==> config.mk <==
export PLATFORM = sky130hd
export DESIGN_NAME = burst_byte_ring_buffer_unit_flat
export DESIGN_NICKNAME = d
export VERILOG_FILES = /design/src/rtl/bbrb_pkg.sv /design/src/rtl/bbrb_if.sv /design/src/rtl/bbrb_ram.sv /design/src/rtl/bbrb_ctrl.sv /design/src/rtl/burst_byte_ring_buffer_unit.sv /design/src/flat_wrapper.sv
export SDC_FILE = /design/constraint.sdc
export NUM_CORES = 2
export LEC_CHECK = 0
export ABC_AREA = 1
export BUFFER_PORTS_ARGS = -buffer_cell sky130_fd_sc_hd__buf_4
export CAP_MARGIN = 20
export CELL_PAD_IN_SITES_DETAIL_PLACEMENT = 1
export CELL_PAD_IN_SITES_GLOBAL_PLACEMENT = 1
export CORE_UTILIZATION = 53
export CTS_CLUSTER_SIZE = 14
export DETAILED_ROUTE_END_ITERATION = 6
export PLACE_DENSITY = 0.87
export SETUP_SLACK_MARGIN = 0.15
export SYNTH_ARGS = -nofsm -noshare
export SYNTH_HDL_FRONTEND = slang
export SYNTH_SLANG_ARGS = --single-unit
==> constraint.sdc <==
create_clock -name i_clk -period 9 [get_ports i_clk]
set_input_delay 1.8 -clock i_clk [delete_from_list [all_inputs] [get_ports i_clk]]
set_output_delay 1.8 -clock i_clk [all_outputs]
set_load 0.01 [all_outputs]
==> src/rtl/bbrb_pkg.sv <==
// bbrb_pkg: shared widths, request codes and types for the burst byte ring buffer
// no dependencies; used by the interfaces, the controller, the top level and the checker

package bbrb_pkg;

    // field widths
    localparam int LEN_W   = 4;
    localparam int DATA_W  = 64;
    localparam int BYTE_W  = 8;
    localparam int FILL_W  = 8;
    localparam int SZ_W    = 9;
    localparam int TYPE_W  = 2;

    // parameter defaults
    localparam int DEPTH_DEF     = 256;
    localparam int MAX_BURST_DEF = 8;

    // largest slot count the pointers can reach
    localparam int SLOT_LIMIT = 256;

    // buffer size after reset
    localparam logic [SZ_W-1:0] SIZE_RESET = 9'd256;
    localparam logic [SZ_W-1:0] SIZE_MIN   = 9'd2;

    // request codes
    localparam logic [TYPE_W-1:0] REQ_WRITE = 2'd0;
    localparam logic [TYPE_W-1:0] REQ_READ  = 2'd1;
    localparam logic [TYPE_W-1:0] REQ_CLEAR = 2'd2;

    // configuration seen by the controller
    typedef struct packed {
        logic            clear;
        logic [SZ_W-1:0] size;
    } t_cfg;

endpackage

==> src/rtl/bbrb_if.sv <==
// bbrb_req_if and bbrb_res_if: valid/ready channels for request and result items
// depends on bbrb_pkg for field widths

interface bbrb_req_if;
    logic                           valid;
    logic                           ready;
    logic [bbrb_pkg::TYPE_W-1:0]    req_type;
    logic [bbrb_pkg::LEN_W-1:0]     transfer_len;
    logic [bbrb_pkg::DATA_W-1:0]    write_data;

    modport source (output valid, output req_type, output transfer_len, output write_data,
                    input ready);
    modport sink   (input valid, input req_type, input transfer_len, input write_data,
                    output ready);
endinterface

interface bbrb_res_if;
    logic                           valid;
    logic                           ready;
    logic [bbrb_pkg::LEN_W-1:0]     accepted_len;
    logic [bbrb_pkg::BYTE_W-1:0]    read_byte;
    logic                           is_last;
    logic [bbrb_pkg::FILL_W-1:0]    fill_level;

    modport source (output valid, output accepted_len, output read_byte, output is_last,
                    output fill_level, input ready);
    modport sink   (input valid, input accepted_len, input read_byte, input is_last,
                    input fill_level, output ready);
endinterface

==> src/rtl/bbrb_ram.sv <==
// bbrb_ram: generic single-port synchronous RAM with registered read data
// no dependencies; read data holds until the next read

module bbrb_ram #(
    parameter int WIDTH = 8,
    parameter int DEPTH = 256
) (
    input  logic                     i_clk,
    input  logic                     i_en,
    input  logic                     i_we,
    input  logic [$clog2(DEPTH)-1:0] i_addr,
    input  logic [WIDTH-1:0]         i_wdata,
    output logic [WIDTH-1:0]         o_rdata
);

    logic [WIDTH-1:0] r_mem [DEPTH];
    logic [WIDTH-1:0] r_rdata;

    // one access a cycle, read or write
    always_ff @(posedge i_clk) begin
        if (i_en) begin
            if (i_we) begin
                r_mem[i_addr] <= i_wdata;
            end else begin
                r_rdata <= r_mem[i_addr];
            end
        end
    end

    assign o_rdata = r_rdata;

endmodule

==> src/rtl/bbrb_ctrl.sv <==
// bbrb_ctrl: pointers, request sequencer and result register of the ring buffer
// depends on bbrb_pkg and the two channel interfaces; drives the byte store port

module bbrb_ctrl #(
    parameter int SLOTS     = bbrb_pkg::SLOT_LIMIT,
    parameter int MAX_BURST = bbrb_pkg::MAX_BURST_DEF
) (
    input  logic                        i_clk,
    input  logic                        i_rst_n,
    input  bbrb_pkg::t_cfg              i_cfg,
    bbrb_req_if.sink                    i_req,
    bbrb_res_if.source                  o_res,
    output logic                        o_ram_en,
    output logic                        o_ram_we,
    output logic [$clog2(SLOTS)-1:0]    o_ram_addr,
    output logic [bbrb_pkg::BYTE_W-1:0] o_ram_wdata,
    input  logic [bbrb_pkg::BYTE_W-1:0] i_ram_rdata
);

    localparam int PTR_W  = $clog2(SLOTS);
    localparam int LEN_W  = bbrb_pkg::LEN_W;
    localparam int SZ_W   = bbrb_pkg::SZ_W;
    localparam int FILL_W = bbrb_pkg::FILL_W;
    localparam int BYTE_W = bbrb_pkg::BYTE_W;
    localparam int DATA_W = bbrb_pkg::DATA_W;

    localparam logic [1:0] ST_IDLE = 2'd0;
    localparam logic [1:0] ST_WR   = 2'd1;
    localparam logic [1:0] ST_RD   = 2'd2;
    localparam logic [1:0] ST_RESP = 2'd3;

    localparam logic [LEN_W-1:0] LEN_ONE = LEN_W'(1);
    localparam logic [LEN_W-1:0] LEN_MAX = LEN_W'(MAX_BURST);

    // control registers
    logic [1:0]        r_state, n_state;
    logic [PTR_W-1:0]  r_wp, n_wp;
    logic [PTR_W-1:0]  r_rp, n_rp;
    logic              r_pend, n_pend;
    logic              r_ov, n_ov;
    // payload registers
    logic [LEN_W-1:0]  r_len, n_len;
    logic [LEN_W-1:0]  r_cnt, n_cnt;
    logic [LEN_W-1:0]  r_sent, n_sent;
    logic [LEN_W-1:0]  r_acc, n_acc;
    logic [FILL_W-1:0] r_fill, n_fill;
    logic [DATA_W-1:0] r_data, n_data;
    logic [LEN_W-1:0]  r_o_acc, n_o_acc;
    logic [BYTE_W-1:0] r_o_byte, n_o_byte;
    logic              r_o_last, n_o_last;
    logic [FILL_W-1:0] r_o_fill, n_o_fill;

    logic [SZ_W-1:0]   fill9;
    logic [SZ_W-1:0]   space9;
    logic [SZ_W-1:0]   len9;
    logic              len_ok;
    logic              out_free;
    logic              load;
    logic              issue;

    // step a pointer round the ring
    function automatic logic [PTR_W-1:0] adv(input logic [PTR_W-1:0] ptr,
                                             input logic [SZ_W-1:0] size);
        logic [SZ_W-1:0] nxt;
        nxt = SZ_W'(ptr) + SZ_W'(1);
        return (nxt >= size) ? '0 : PTR_W'(nxt);
    endfunction

    // fill level and free space from the pointers
    always_comb begin
        if (SZ_W'(r_wp) >= SZ_W'(r_rp)) begin
            fill9 = SZ_W'(r_wp) - SZ_W'(r_rp);
        end else begin
            fill9 = SZ_W'(r_wp) + i_cfg.size - SZ_W'(r_rp);
        end
        space9 = i_cfg.size - fill9 - SZ_W'(1);
        len9   = SZ_W'(i_req.transfer_len);
        len_ok = (i_req.transfer_len != '0) && (i_req.transfer_len <= LEN_MAX);
    end

    assign out_free    = !r_ov || o_res.ready;
    assign load        = (r_state == ST_RD) && r_pend && out_free;
    assign issue       = (r_state == ST_RD) && (r_cnt != r_len) && (!r_pend || load);
    assign i_req.ready = (r_state == ST_IDLE);

    // sequencer: write or read a byte a cycle; reads wait for the result register to free
    always_comb begin
        n_state  = r_state;
        n_wp     = r_wp;
        n_rp     = r_rp;
        n_pend   = r_pend;
        n_ov     = r_ov && !o_res.ready;
        n_len    = r_len;
        n_cnt    = r_cnt;
        n_sent   = r_sent;
        n_acc    = r_acc;
        n_fill   = r_fill;
        n_data   = r_data;
        n_o_acc  = r_o_acc;
        n_o_byte = r_o_byte;
        n_o_last = r_o_last;
        n_o_fill = r_o_fill;
        o_ram_en    = 1'b0;
        o_ram_we    = 1'b0;
        o_ram_addr  = r_rp;
        o_ram_wdata = r_data[BYTE_W-1:0];

        case (r_state)
            ST_IDLE: begin
                if (i_req.valid) begin
                    n_len  = i_req.transfer_len;
                    n_data = i_req.write_data;
                    n_cnt  = '0;
                    n_sent = '0;
                    n_acc  = '0;
                    n_fill = FILL_W'(fill9);
                    n_state = ST_RESP;
                    case (i_req.req_type)
                        bbrb_pkg::REQ_WRITE: begin
                            if (len_ok && len9 <= space9) begin
                                n_acc   = i_req.transfer_len;
                                n_fill  = FILL_W'(fill9 + len9);
                                n_state = ST_WR;
                            end
                        end
                        bbrb_pkg::REQ_READ: begin
                            if (len_ok && len9 <= fill9) begin
                                n_acc   = i_req.transfer_len;
                                n_fill  = FILL_W'(fill9 - len9);
                                n_pend  = 1'b0;
                                n_state = ST_RD;
                            end
                        end
                        bbrb_pkg::REQ_CLEAR: begin
                            n_wp   = '0;
                            n_rp   = '0;
                            n_fill = '0;
                        end
                        default: begin
                        end
                    endcase
                end
            end
            ST_WR: begin
                o_ram_en   = 1'b1;
                o_ram_we   = 1'b1;
                o_ram_addr = r_wp;
                n_data     = r_data >> BYTE_W;
                n_wp       = adv(r_wp, i_cfg.size);
                n_cnt      = r_cnt + LEN_ONE;
                if (r_cnt + LEN_ONE == r_len) begin
                    n_state = ST_RESP;
                end
            end
            ST_RD: begin
                // a fetched byte holds in the RAM output until the result register frees
                if (issue) begin
                    o_ram_en = 1'b1;
                    n_rp     = adv(r_rp, i_cfg.size);
                    n_cnt    = r_cnt + LEN_ONE;
                    n_pend   = 1'b1;
                end else if (load) begin
                    n_pend = 1'b0;
                end
                if (load) begin
                    n_ov     = 1'b1;
                    n_o_acc  = r_acc;
                    n_o_byte = i_ram_rdata;
                    n_o_last = (r_sent + LEN_ONE == r_len);
                    n_o_fill = r_fill;
                    n_sent   = r_sent + LEN_ONE;
                    if (r_sent + LEN_ONE == r_len) begin
                        n_state = ST_IDLE;
                    end
                end
            end
            ST_RESP: begin
                if (out_free) begin
                    n_ov     = 1'b1;
                    n_o_acc  = r_acc;
                    n_o_byte = '0;
                    n_o_last = 1'b1;
                    n_o_fill = r_fill;
                    n_state  = ST_IDLE;
                end
            end
            default: begin
                n_state = ST_IDLE;
            end
        endcase

        // any configuration write (clear) empties the buffer
        if (i_cfg.clear) begin
            n_wp = '0;
            n_rp = '0;
        end
    end

    // control state
    always_ff @(posedge i_clk) begin
        if (!i_rst_n) begin
            r_state <= ST_IDLE;
            r_wp    <= '0;
            r_rp    <= '0;
            r_pend  <= 1'b0;
            r_ov    <= 1'b0;
        end else begin
            r_state <= n_state;
            r_wp    <= n_wp;
            r_rp    <= n_rp;
            r_pend  <= n_pend;
            r_ov    <= n_ov;
        end
    end

    // payload
    always_ff @(posedge i_clk) begin
        r_len    <= n_len;
        r_cnt    <= n_cnt;
        r_sent   <= n_sent;
        r_acc    <= n_acc;
        r_fill   <= n_fill;
        r_data   <= n_data;
        r_o_acc  <= n_o_acc;
        r_o_byte <= n_o_byte;
        r_o_last <= n_o_last;
        r_o_fill <= n_o_fill;
    end

    assign o_res.valid        = r_ov;
    assign o_res.accepted_len = r_o_acc;
    assign o_res.read_byte    = r_o_byte;
    assign o_res.is_last      = r_o_last;
    assign o_res.fill_level   = r_o_fill;

endmodule

==> src/rtl/burst_byte_ring_buffer_unit.sv <==
// burst_byte_ring_buffer_unit: byte FIFO over a circular single-port store, bursts of up to
// MAX_BURST bytes. A write stores its bytes in order; a new item is taken once its single result
// is registered. A read fetches one byte a cycle while the result register is free, registers
// each byte as its own result and takes a new item once the last of them is registered.
// Rejects, clears and unknown requests give one result and free the input once it is registered.
// Synchronous active-low reset empties the buffer, size 256 or DEPTH if smaller.

module burst_byte_ring_buffer_unit #(
    parameter int DEPTH     = bbrb_pkg::DEPTH_DEF,
    parameter int MAX_BURST = bbrb_pkg::MAX_BURST_DEF
) (
    input  logic                       i_clk,
    input  logic                       i_rst_n,
    input  logic                       i_cfg_valid,
    output logic                       o_cfg_ready,
    input  logic [bbrb_pkg::SZ_W-1:0]  i_cfg_data,
    bbrb_req_if.sink                   i_req,
    bbrb_res_if.source                 o_res
);

    localparam int SLOTS = (DEPTH < bbrb_pkg::SLOT_LIMIT) ? DEPTH : bbrb_pkg::SLOT_LIMIT;
    localparam int PTR_W = $clog2(SLOTS);
    localparam logic [bbrb_pkg::SZ_W-1:0] SIZE_MAX = bbrb_pkg::SZ_W'(SLOTS);

    logic [bbrb_pkg::SZ_W-1:0]   r_size, n_size;
    logic                        cfg_wr;
    bbrb_pkg::t_cfg              cfg;
    logic                        ram_en;
    logic                        ram_we;
    logic [PTR_W-1:0]            ram_addr;
    logic [bbrb_pkg::BYTE_W-1:0] ram_wdata;
    logic [bbrb_pkg::BYTE_W-1:0] ram_rdata;

    assign o_cfg_ready = 1'b1;
    assign cfg_wr      = i_cfg_valid;

    // clamp the written size to between SIZE_MIN and the slots that exist
    always_comb begin
        n_size = r_size;
        if (cfg_wr) begin
            if (i_cfg_data < bbrb_pkg::SIZE_MIN) begin
                n_size = bbrb_pkg::SIZE_MIN;
            end else if (i_cfg_data > SIZE_MAX) begin
                n_size = SIZE_MAX;
            end else begin
                n_size = i_cfg_data;
            end
        end
    end

    always_ff @(posedge i_clk) begin
        if (!i_rst_n) begin
            r_size <= (bbrb_pkg::SIZE_RESET > SIZE_MAX) ? SIZE_MAX : bbrb_pkg::SIZE_RESET;
        end else begin
            r_size <= n_size;
        end
    end

    assign cfg.clear = cfg_wr;
    assign cfg.size  = r_size;

    // sequencer and pointers
    bbrb_ctrl #(
        .SLOTS     (SLOTS),
        .MAX_BURST (MAX_BURST)
    ) u_ctrl (
        .i_clk       (i_clk),
        .i_rst_n     (i_rst_n),
        .i_cfg       (cfg),
        .i_req       (i_req),
        .o_res       (o_res),
        .o_ram_en    (ram_en),
        .o_ram_we    (ram_we),
        .o_ram_addr  (ram_addr),
        .o_ram_wdata (ram_wdata),
        .i_ram_rdata (ram_rdata)
    );

    // byte store
    bbrb_ram #(
        .WIDTH (bbrb_pkg::BYTE_W),
        .DEPTH (SLOTS)
    ) u_store (
        .i_clk   (i_clk),
        .i_en    (ram_en),
        .i_we    (ram_we),
        .i_addr  (ram_addr),
        .i_wdata (ram_wdata),
        .o_rdata (ram_rdata)
    );

endmodule

==> src/flat_wrapper.sv <==
// flat-port wrapper written by rule: the top's interface ports become plain ports
module burst_byte_ring_buffer_unit_flat 
#(
    parameter int DEPTH     = bbrb_pkg::DEPTH_DEF,
    parameter int MAX_BURST = bbrb_pkg::MAX_BURST_DEF
)
  (i_clk, i_rst_n, i_cfg_valid, o_cfg_ready, i_cfg_data, i_req_valid, i_req_req_type, i_req_transfer_len, i_req_write_data, i_req_ready, o_res_valid, o_res_accepted_len, o_res_read_byte, o_res_is_last, o_res_fill_level, o_res_ready);
  bbrb_req_if i_req_i ();
  bbrb_res_if o_res_i ();
  input  logic i_clk;
  input  logic i_rst_n;
  input  logic i_cfg_valid;
  output logic o_cfg_ready;
  input  logic [bbrb_pkg::SZ_W-1:0] i_cfg_data;
  input wire logic [$bits(i_req_i.valid)-1:0] i_req_valid;
  input wire logic [$bits(i_req_i.req_type)-1:0] i_req_req_type;
  input wire logic [$bits(i_req_i.transfer_len)-1:0] i_req_transfer_len;
  input wire logic [$bits(i_req_i.write_data)-1:0] i_req_write_data;
  output wire logic [$bits(i_req_i.ready)-1:0] i_req_ready;
  output wire logic [$bits(o_res_i.valid)-1:0] o_res_valid;
  output wire logic [$bits(o_res_i.accepted_len)-1:0] o_res_accepted_len;
  output wire logic [$bits(o_res_i.read_byte)-1:0] o_res_read_byte;
  output wire logic [$bits(o_res_i.is_last)-1:0] o_res_is_last;
  output wire logic [$bits(o_res_i.fill_level)-1:0] o_res_fill_level;
  input wire logic [$bits(o_res_i.ready)-1:0] o_res_ready;
  assign i_req_i.valid = i_req_valid;
  assign i_req_i.req_type = i_req_req_type;
  assign i_req_i.transfer_len = i_req_transfer_len;
  assign i_req_i.write_data = i_req_write_data;
  assign i_req_ready = i_req_i.ready;
  assign o_res_valid = o_res_i.valid;
  assign o_res_accepted_len = o_res_i.accepted_len;
  assign o_res_read_byte = o_res_i.read_byte;
  assign o_res_is_last = o_res_i.is_last;
  assign o_res_fill_level = o_res_i.fill_level;
  assign o_res_i.ready = o_res_ready;
  burst_byte_ring_buffer_unit #(.DEPTH(DEPTH), .MAX_BURST(MAX_BURST)) u_core (.i_clk(i_clk), .i_rst_n(i_rst_n), .i_cfg_valid(i_cfg_valid), .o_cfg_ready(o_cfg_ready), .i_cfg_data(i_cfg_data), .i_req(i_req_i), .o_res(o_res_i));
endmodule
* Word level (Yosys, flattened, before mapping)
Memories as Yosys holds them, arrays and structs flattened. A register that Yosys moved wholly into a read port is not among the register bits.
Index checks and enable logic that the tools add are counted.
** Storage, ports and cells
- Flip-flop bits (word level) :: 138
- RAM bits :: 2048
- Input port bits :: 84
- Output and inout bits :: 24
- Logic and storage cells :: 147
- Memories :: 1
** Operators by class
- Add/sub/neg operators :: 11
- $lt $le $gt $ge :: 8
- Equal/unequal tests :: 18
- Muxes and demuxes :: 60
- Bitwise operators :: 2
- Reductions and logical operators :: 31
** Memory list
- u_core.u_store.r_mem :: words 256, width 8, read ports 1, clocked after Yosys merged registers in 1, write ports 1, line bbrb_ram.sv:16 : logic [WIDTH-1:0] r_mem [DEPTH];
** Operators with widths (number)
- one-hot mux 64 bit (2 select lines) :: 1
- 2-to-1 mux 8 bit :: 12
- 2-to-1 mux 64 bit :: 1
- one-hot mux 8 bit (2 select lines) :: 4
- 2-to-1 mux 4 bit :: 7
- 2-to-1 mux 9 bit :: 3
- one-hot mux 4 bit (2 select lines) :: 3
- one-hot mux 8 bit (3 select lines) :: 1
- adder 8 x 1 -> 9 bit (second input constant) :: 2
- greater-or-equal comparator 9 bit :: 2
- <= comparator 4 x 9 -> 1 bit :: 2
- 2-to-1 mux 1 bit :: 15
- 2-to-1 mux 2 bit :: 6
- one-hot mux 4 bit (3 select lines) :: 1
- AND reduction 3 bit :: 4
- != test 2 bit (second input constant) :: 5
- AND reduction 5 bit :: 2
- adder 8 x 9 -> 9 bit :: 1
- > comparator 9 bit (second input constant) :: 1
- < comparator 9 x 2 -> 1 bit (second input constant) :: 1
- subtractor 8 x 8 -> 9 bit :: 1
- subtractor 9 x 1 -> 9 bit (second input constant) :: 1
- subtractor 9 x 8 -> 9 bit :: 1
- subtractor 9 bit :: 1
- 25 further kinds :: 52

* Logic depth before layout (Yosys ltp)
- Depth in word-level cells :: 11
- Depth in mapped cells :: 29

* Modules after synthesis
From an unflattened synthesis, not the netlist that was laid out.
** Second synthesis, totals
- Cell total of the unflattened synthesis :: 9059
- Area, all modules :: 93838.7 µm²
** Modules (own cells, without submodules)
- bbrb_ram :: times used 1, cells each 7960, area each 84835.1 µm², sequential area each 61739.2 µm²
- bbrb_ctrl :: times used 1, cells each 1035, area each 8579.5 µm², sequential area each 3673.5 µm²
- burst_byte_ring_buffer_unit :: times used 1, cells each 64, area each 424.2 µm², sequential area each 180.2 µm²

* Worst setup path after synthesis
No wires, ideal clock.
- Path type :: reg-to-reg
- Start point :: register u_core.u_ctrl.r_state[1]
- End point :: register u_core.u_ctrl.r_wp[5]
- Setup time :: 0.066 ns
- Data arrival time :: 6.993 ns
- Required time :: 8.934 ns
- Path slack :: 1.941 ns
- Stages on the path, launching flop included :: 12
- Period minus slack after synthesis :: 7.059 ns
- Cells stage by stage :: dfxtp_1 inv_1 ha_1 inv_2 buf_6 o21ai_0 nand2_1 nor2_1 nand2_1 inv_1 a22oi_1 nor2_1
** On the way
- Word-level cells in the longest chain between the ends :: 3
** RTL lines
- start, declared :: line bbrb_ctrl.sv:36 : logic [1:0] r_state, n_state;
- start signal, assigned :: line bbrb_ctrl.sv:208 : r_state <= n_state;
- zero test 2 bit or equality test 2 x 1 -> 1 bit (tied branches) :: line bbrb_ctrl.sv:108 : case (r_state)
- != test 2 x 1 -> 1 bit (no line) (tied with other cells)
- AND reduction 3 bit (no line)
- end signal, assigned :: line bbrb_ctrl.sv:209 : r_wp <= n_wp;
- end, declared :: line bbrb_ctrl.sv:37 : logic [PTR_W-1:0] r_wp, n_wp;
Parallel ways exist; a longest one is shown, timed or not.
A chain may end at the register's enable or synchronous reset.

* Worst setup path after layout
- Start point :: register u_core.u_ctrl.r_state[1]
- End point :: register u_core.u_store.r_rdata[1] (netlist: u_core.u_store.o_rdata[1]), read port of u_core.u_store.r_mem, data pin
** On the way
- Word-level cells in the longest chain between the ends :: 8
** RTL lines
- equality test 2 bit :: line bbrb_ctrl.sv:82, bbrb_ctrl.sv:83, bbrb_ctrl.sv:108
- logical AND 1 bit (2 in a row) :: line bbrb_ctrl.sv:82 : assign load = (r_state == ST_RD) && r_pend && out_free;
- logical OR 1 bit :: line bbrb_ctrl.sv:83 : assign issue = (r_state == ST_RD) && (r_cnt != r_len) && (!r_pend || load);
- logical AND 1 bit :: line bbrb_ctrl.sv:83
- 2-to-1 mux 1 bit :: line bbrb_ctrl.sv:157 : if (issue) begin
- one-hot mux 1 bit (2 select lines) :: line bbrb_ctrl.sv:108
- AND reduction 2 bit (no line)
- end, declared :: line bbrb_ram.sv:17 : logic [WIDTH-1:0] r_rdata;
Parallel ways exist; a longest one is shown, timed or not.

==> tab_implementation.tex <==
\begin{tabular}{lr}
\hline
Metric & Value \\
\hline
\multicolumn{2}{l}{\textbf{Outcome}} \\
Outcome & finished clean \\
\multicolumn{2}{l}{\textbf{Placed design}} \\
Placed inst area & 0.0887 sq mm \\
Total half-perimeter wirelength after legalization and detailed placement & 154 mm \\
Quantity of I/O buffers inserted on ports & 106 \\
Last weighted congestion value of the routability-driven placer & 0.897 \\
Instance count after placement with tap cells included & 7757 \\
Post-placement worst setup slack & 3010 ps \\
\multicolumn{2}{l}{\textbf{Global route}} \\
Global Route Usage Sum & 0.345 \\
Vias in the first global route & 57600 \\
First-pass GRT wire length & 408 mm \\
Number of antenna violations at the first check in global routing & 13 \\
Largest net degree at the start of global routing & 209 \\
Total congestion overflow after global routing & 0 \\
\multicolumn{2}{l}{\textbf{Setup path}} \\
Crit path max fanout & 84 \\
Launching element type of the critical path & flip-flop \\
Reg-to-reg startpoint & u\_core.u\_ctrl.r\_state[1] \\
List of cells traversed by the critical path & inv\_1, ha\_4, inv\_2, buf\_4, nand2\_1, nand2\_1, nor2\_4, buf\_4, buf\_4, a22oi\_1, nand2\_1, nand2\_1, nand4\_1, a22oi\_1, a31oi\_1, a21oi\_1, nand2\_1 \\
Crit path top cell by count & nand2\_1 \\
Worst path max stage delay & 850 ps \\
Endpoint type of the worst setup path & flip-flop \\
Register-to-register path setup slack & 2710 ps \\
Slowest stage cell, crit path & ha\_4 \\
Critical path class & reg2reg \\
Reg2Reg Capture Point & u\_core.u\_store.o\_rdata[1] \\
Worst r2r path cells & 17 \\
Data required time at the worst endpoint & 9740 ps \\
Critical path data arrival time & 7030 ps \\
\multicolumn{2}{l}{\textbf{Power}} \\
Overall power consumption & 27.3 mW \\
Internal Dissipation & 18.7 mW \\
Clock power share & 0.321 \\
Proportion of total power due to net switching & 0.316 \\
VDD IR-drop max & 0.334 mV \\
Power density over cell area & 287 mW/mm\^{}2 \\
Fraction of power consumed by sequential logic & 0.480 \\
Sw power & 8.63 mW \\
Static leakage power & 31.7 nW \\
Part of the total power dissipated in combinational logic & 0.198 \\
\multicolumn{2}{l}{\textbf{Timing}} \\
Fin crit share & 0.699 \\
Endpoints failing setup & 0 \\
Minimum setup slack in the final design & 2710 ps \\
Post-layout min period & 6290 ps \\
RSZ-0062 raised after global routing & false \\
Worst hold margin & 420 ps \\
Sum of negative setup slack & 0 ps \\
Number of max-slew violations in the final report & 0 \\
Final hold viol count & 0 \\
Max frequency & 0.159 GHz \\
Worst clock skew on the final layout & 64.4 ps \\
Transition at the pin with the smallest max-transition slack & 1430 ps \\
Worst relative slew slack & 0.0461 \\
\multicolumn{2}{l}{\textbf{Yosys}} \\
Count of distinct cell types in the synthesized netlist & 60 \\
Leading area contributor after synthesis & edfxtp\_1 \\
Gate Count Post-Synth & 5756 \\
Area of the mapped netlist & 0.0857 sq mm \\
Biggest area contributors in the synthesized netlist & edfxtp\_1 (76\%), a22oi\_1 (9.2\%), nand2\_1 (3.3\%) \\
Synthesized Nets & 5918 \\
Count of yosys warnings during synthesis & 0 \\
Post-Synth XOR/XNOR Area & 0.00439 \\
Most frequently used flop master after synthesis & edfxtp\_1 \\
Top cell type's share of synthesized area & 0.758 \\
Post-synthesis sequential element count & 2194 \\
Area fraction in and, or, nand and nor cells after synthesis & 0.0634 \\
Mean post-synth cell area & 14.9 sq um \\
Register area share after synthesis & 0.765 \\
Combinational family with the most area after synthesis & compound AO/OA/AOI/OAI gates \\
Fraction of registers with async set or reset after synthesis & 0 \\
Arithmetic-cell share of the synthesized area counting full adders, half adders and majority gates & 0.0123 \\
Share of cell area taken by muxes after synthesis & 0 \\
Post-synth EDFFs & 2165 \\
Compound-cell area share of the yosys netlist & 0.129 \\
\multicolumn{2}{l}{\textbf{Final layout}} \\
Leading cell types in the layout, fill and taps excluded & edfxtp\_1 (2165), a22oi\_1 (1047), nand2\_1 (754) \\
Post-layout instance area & 0.0953 sq mm \\
Commonest non-fill, non-tap cell in the layout & edfxtp\_1 \\
Share of the core filled with cells in the final layout & 0.594 \\
Layout cell share with drive strength beyond 1 & 0.0909 \\
FILL cells & 14600 \\
Synth-to-layout area growth & 11.2\% \\
Number of nets in the finished design & 5973 \\
Number of standard cells in the final layout excluding fillers & 8155 \\
\multicolumn{2}{l}{\textbf{Clock network}} \\
Clock Tree Root & clkbuf\_16 \\
Worst-path clk slew & 80 ps \\
Number of clock sinks & 2194 \\
Post-CTS setup repair buffer count & 0 \\
CTS Hold Bufs & 0 \\
TritonCTS clock tree & yes \\
Worst skew pair latency & 890 ps \\
Maximum buffer depth of the clock tree & 3 \\
H-tree level count & 4 \\
CTS-repair resized insts & 0 \\
Total clock buffers created by CTS & 208 \\
\multicolumn{2}{l}{\textbf{Floorplanning}} \\
Area of the placeable core & 0.161 sq mm \\
Die Ht & 404 um \\
Horizontal die dimension & 404 um \\
Die Area & 0.163 sq mm \\
Num ports & 108 \\
Row Count & 147 \\
Starting Density & 0.534 \\
\multicolumn{2}{l}{\textbf{Route}} \\
Remaining antenna violation count after routing & 0 \\
Wire length per cell after detailed routing & 35.0 um \\
First drt pass iteration count & 6 \\
First-iteration detailed-routing DRC count & 9902 \\
Via count & 57200 \\
Total DRC errors in the routed layout & 0 \\
Ratio of routed vias to standard cells & 7.01 \\
Total Wirelength & 285 mm \\
\multicolumn{2}{l}{\textbf{Worst hold path}} \\
Min-Delay Path Class & reg2reg \\
Worst Hold Depth & 0 \\
Worst Hold End & u\_core.u\_ctrl.o\_res.fill\_level[2] \\
Hold Path Origin & u\_core.u\_ctrl.r\_fill[2] \\
\multicolumn{2}{l}{\textbf{Job}} \\
Maxcap violations & 0 \\
\hline
\end{tabular}
## registers in the layout, indices dropped and copies added (netlist names)
name / cells
u_core.u_store.o_rdata: 8
u_core.u_ctrl.r_len: 4
u_core.u_ctrl.r_cnt: 4
u_core.u_ctrl.r_acc: 4
u_core.u_ctrl.r_pend: 1
u_core.u_ctrl.r_sent: 4
u_core.u_ctrl.r_data: 64
u_core.u_ctrl.r_fill: 8
u_core.u_ctrl.o_res.read_byte: 8
u_core.u_ctrl.o_res.valid: 1
u_core.u_ctrl.o_res.is_last: 1
u_core.r_size: 9
u_core.u_ctrl.o_res.accepted_len: 4
u_core.u_ctrl.o_res.fill_level: 8
u_core.u_ctrl.r_state: 2
u_core.u_ctrl.r_wp: 8
u_core.u_ctrl.r_rp: 8
u_core.u_store.r_mem: 2048
## cell usage after synthesis (3+ instances only)
library cell  instances
a211o_1               7
a211oi_1              5
a21boi_0             46
a21o_1               14
a21oi_1             315
a22oi_1            1047
a31oi_1               9
buf_1                34
buf_2                82
buf_4                 8
buf_6                10
clkbuf_1            206
clkinv_1              5
dfxtp_1              29
edfxtp_1           2165
fa_1                 10
ha_1                 68
inv_1               161
inv_2                15
nand2_1             758
nand2_2               8
nand3_1              79
nand3_2               3
nand4_1              51
nor2_1              354
nor2_2                9
nor3_1               21
nor4_1               28
o2111ai_1             3
o211ai_1             11
o21a_1                5
o21ai_0              32
o21ai_1              14
o221ai_1              7
o22ai_1               8
o31ai_1              29
o32ai_1               3
o41ai_1              19
or2_2                 8
xnor2_1              12
xor2_1               31
## worst max path at each step
stage / startpoint / to / slack, ps / cells past startpoint
6_report: u_core.u_ctrl.r_state[1] / u_core.u_store.o_rdata[1] / 2710 / 17
2_1_floorplan: u_core.u_ctrl.r_state[1] / u_core.u_ctrl.r_wp[5] / 1940 / 11
5_1_grt: u_core.u_ctrl.r_state[1] / u_core.u_store.o_rdata[1] / 2520 / 17
3_3_place_gp: u_core.u_ctrl.r_state[1] / u_core.u_store.r_mem[125][2] / 3270 / 10
3_5_place_dp: u_core.u_ctrl.r_state[1] / u_core.u_store.o_rdata[2] / 3010 / 14
4_1_cts: u_core.u_ctrl.r_state[1] / u_core.u_store.o_rdata[1] / 2960 / 17
## critical path: cells and delay by family, from the launching register on
| kind | cells | cell delay [ps] |
|---|---|---|
| buffers and inverters | 5 | 2220 |
| AND/OR/NAND/NOR | 7 | 1490 |
| AO/OA/AOI/OAI | 4 | 1040 |
| adder cells (fa/ha/maj) | 1 | 850 |
| flip-flops | 1 | 340 |
## cells by family (layout without fill, tap and decap cells)
family | count (synthesis) | after routing
compound gates | 1591 | 1591
xor+xnor | 43 | 43
fa+ha+maj | 78 | 78
buf+inv | 521 | 750
flops | 2194 | 2194
other cells | 1 | 11
simple gates | 1328 | 1328
## per-layer routing
| metal | track usage | vias to the layer above | part of all wire |
|---|---|---|---|
| li1 | - | 22500 | - |
| met1 | 0.435 | 28300 | 0.34 |
| met2 | 0.539 | 5256 | 0.46 |
| met3 | 0.0897 | 1130 | 0.12 |
| met4 | 0.203 | 12 | 0.068 |
| met5 | 0 | - | 0.00030 |
## area by class of cell
| type | instances | area (sq um) | share of cell area |
|---|---|---|---|
| Clock inverter | 130 | 1170 | 0.0122 |
| Tap cell | 2160 | 2700 | 0.0284 |
| Sequential cell | 2194 | 65600 | 0.688 |
| Inverter | 181 | 701 | 0.00735 |
| Clock buffer | 254 | 5420 | 0.0569 |
| Multi-Input combinational cell | 3041 | 18100 | 0.190 |
| Timing Repair Buffer | 185 | 1620 | 0.0170 |
| Antenna cell | 10 | 25.0 | 0.000263 |
## power groups by stage
| stage | clock, mW | sequential, mW | combinational (mW) |
|---|---|---|---|
| 6_report | 8.78 | 13.1 | 5.41 |
| 4_1_cts | 8.73 | 13.1 | 5.19 |
| 3_5_place_dp | 0 | 13.3 | 5.05 |
| 5_1_grt | 9.03 | 13.1 | 5.47 |
| 3_3_place_gp | 0 | 13.3 | 4.72 |
| 2_1_floorplan | 0 | 14.2 | 1.86 |
Note: power is estimated with default switching activity, not from simulation.
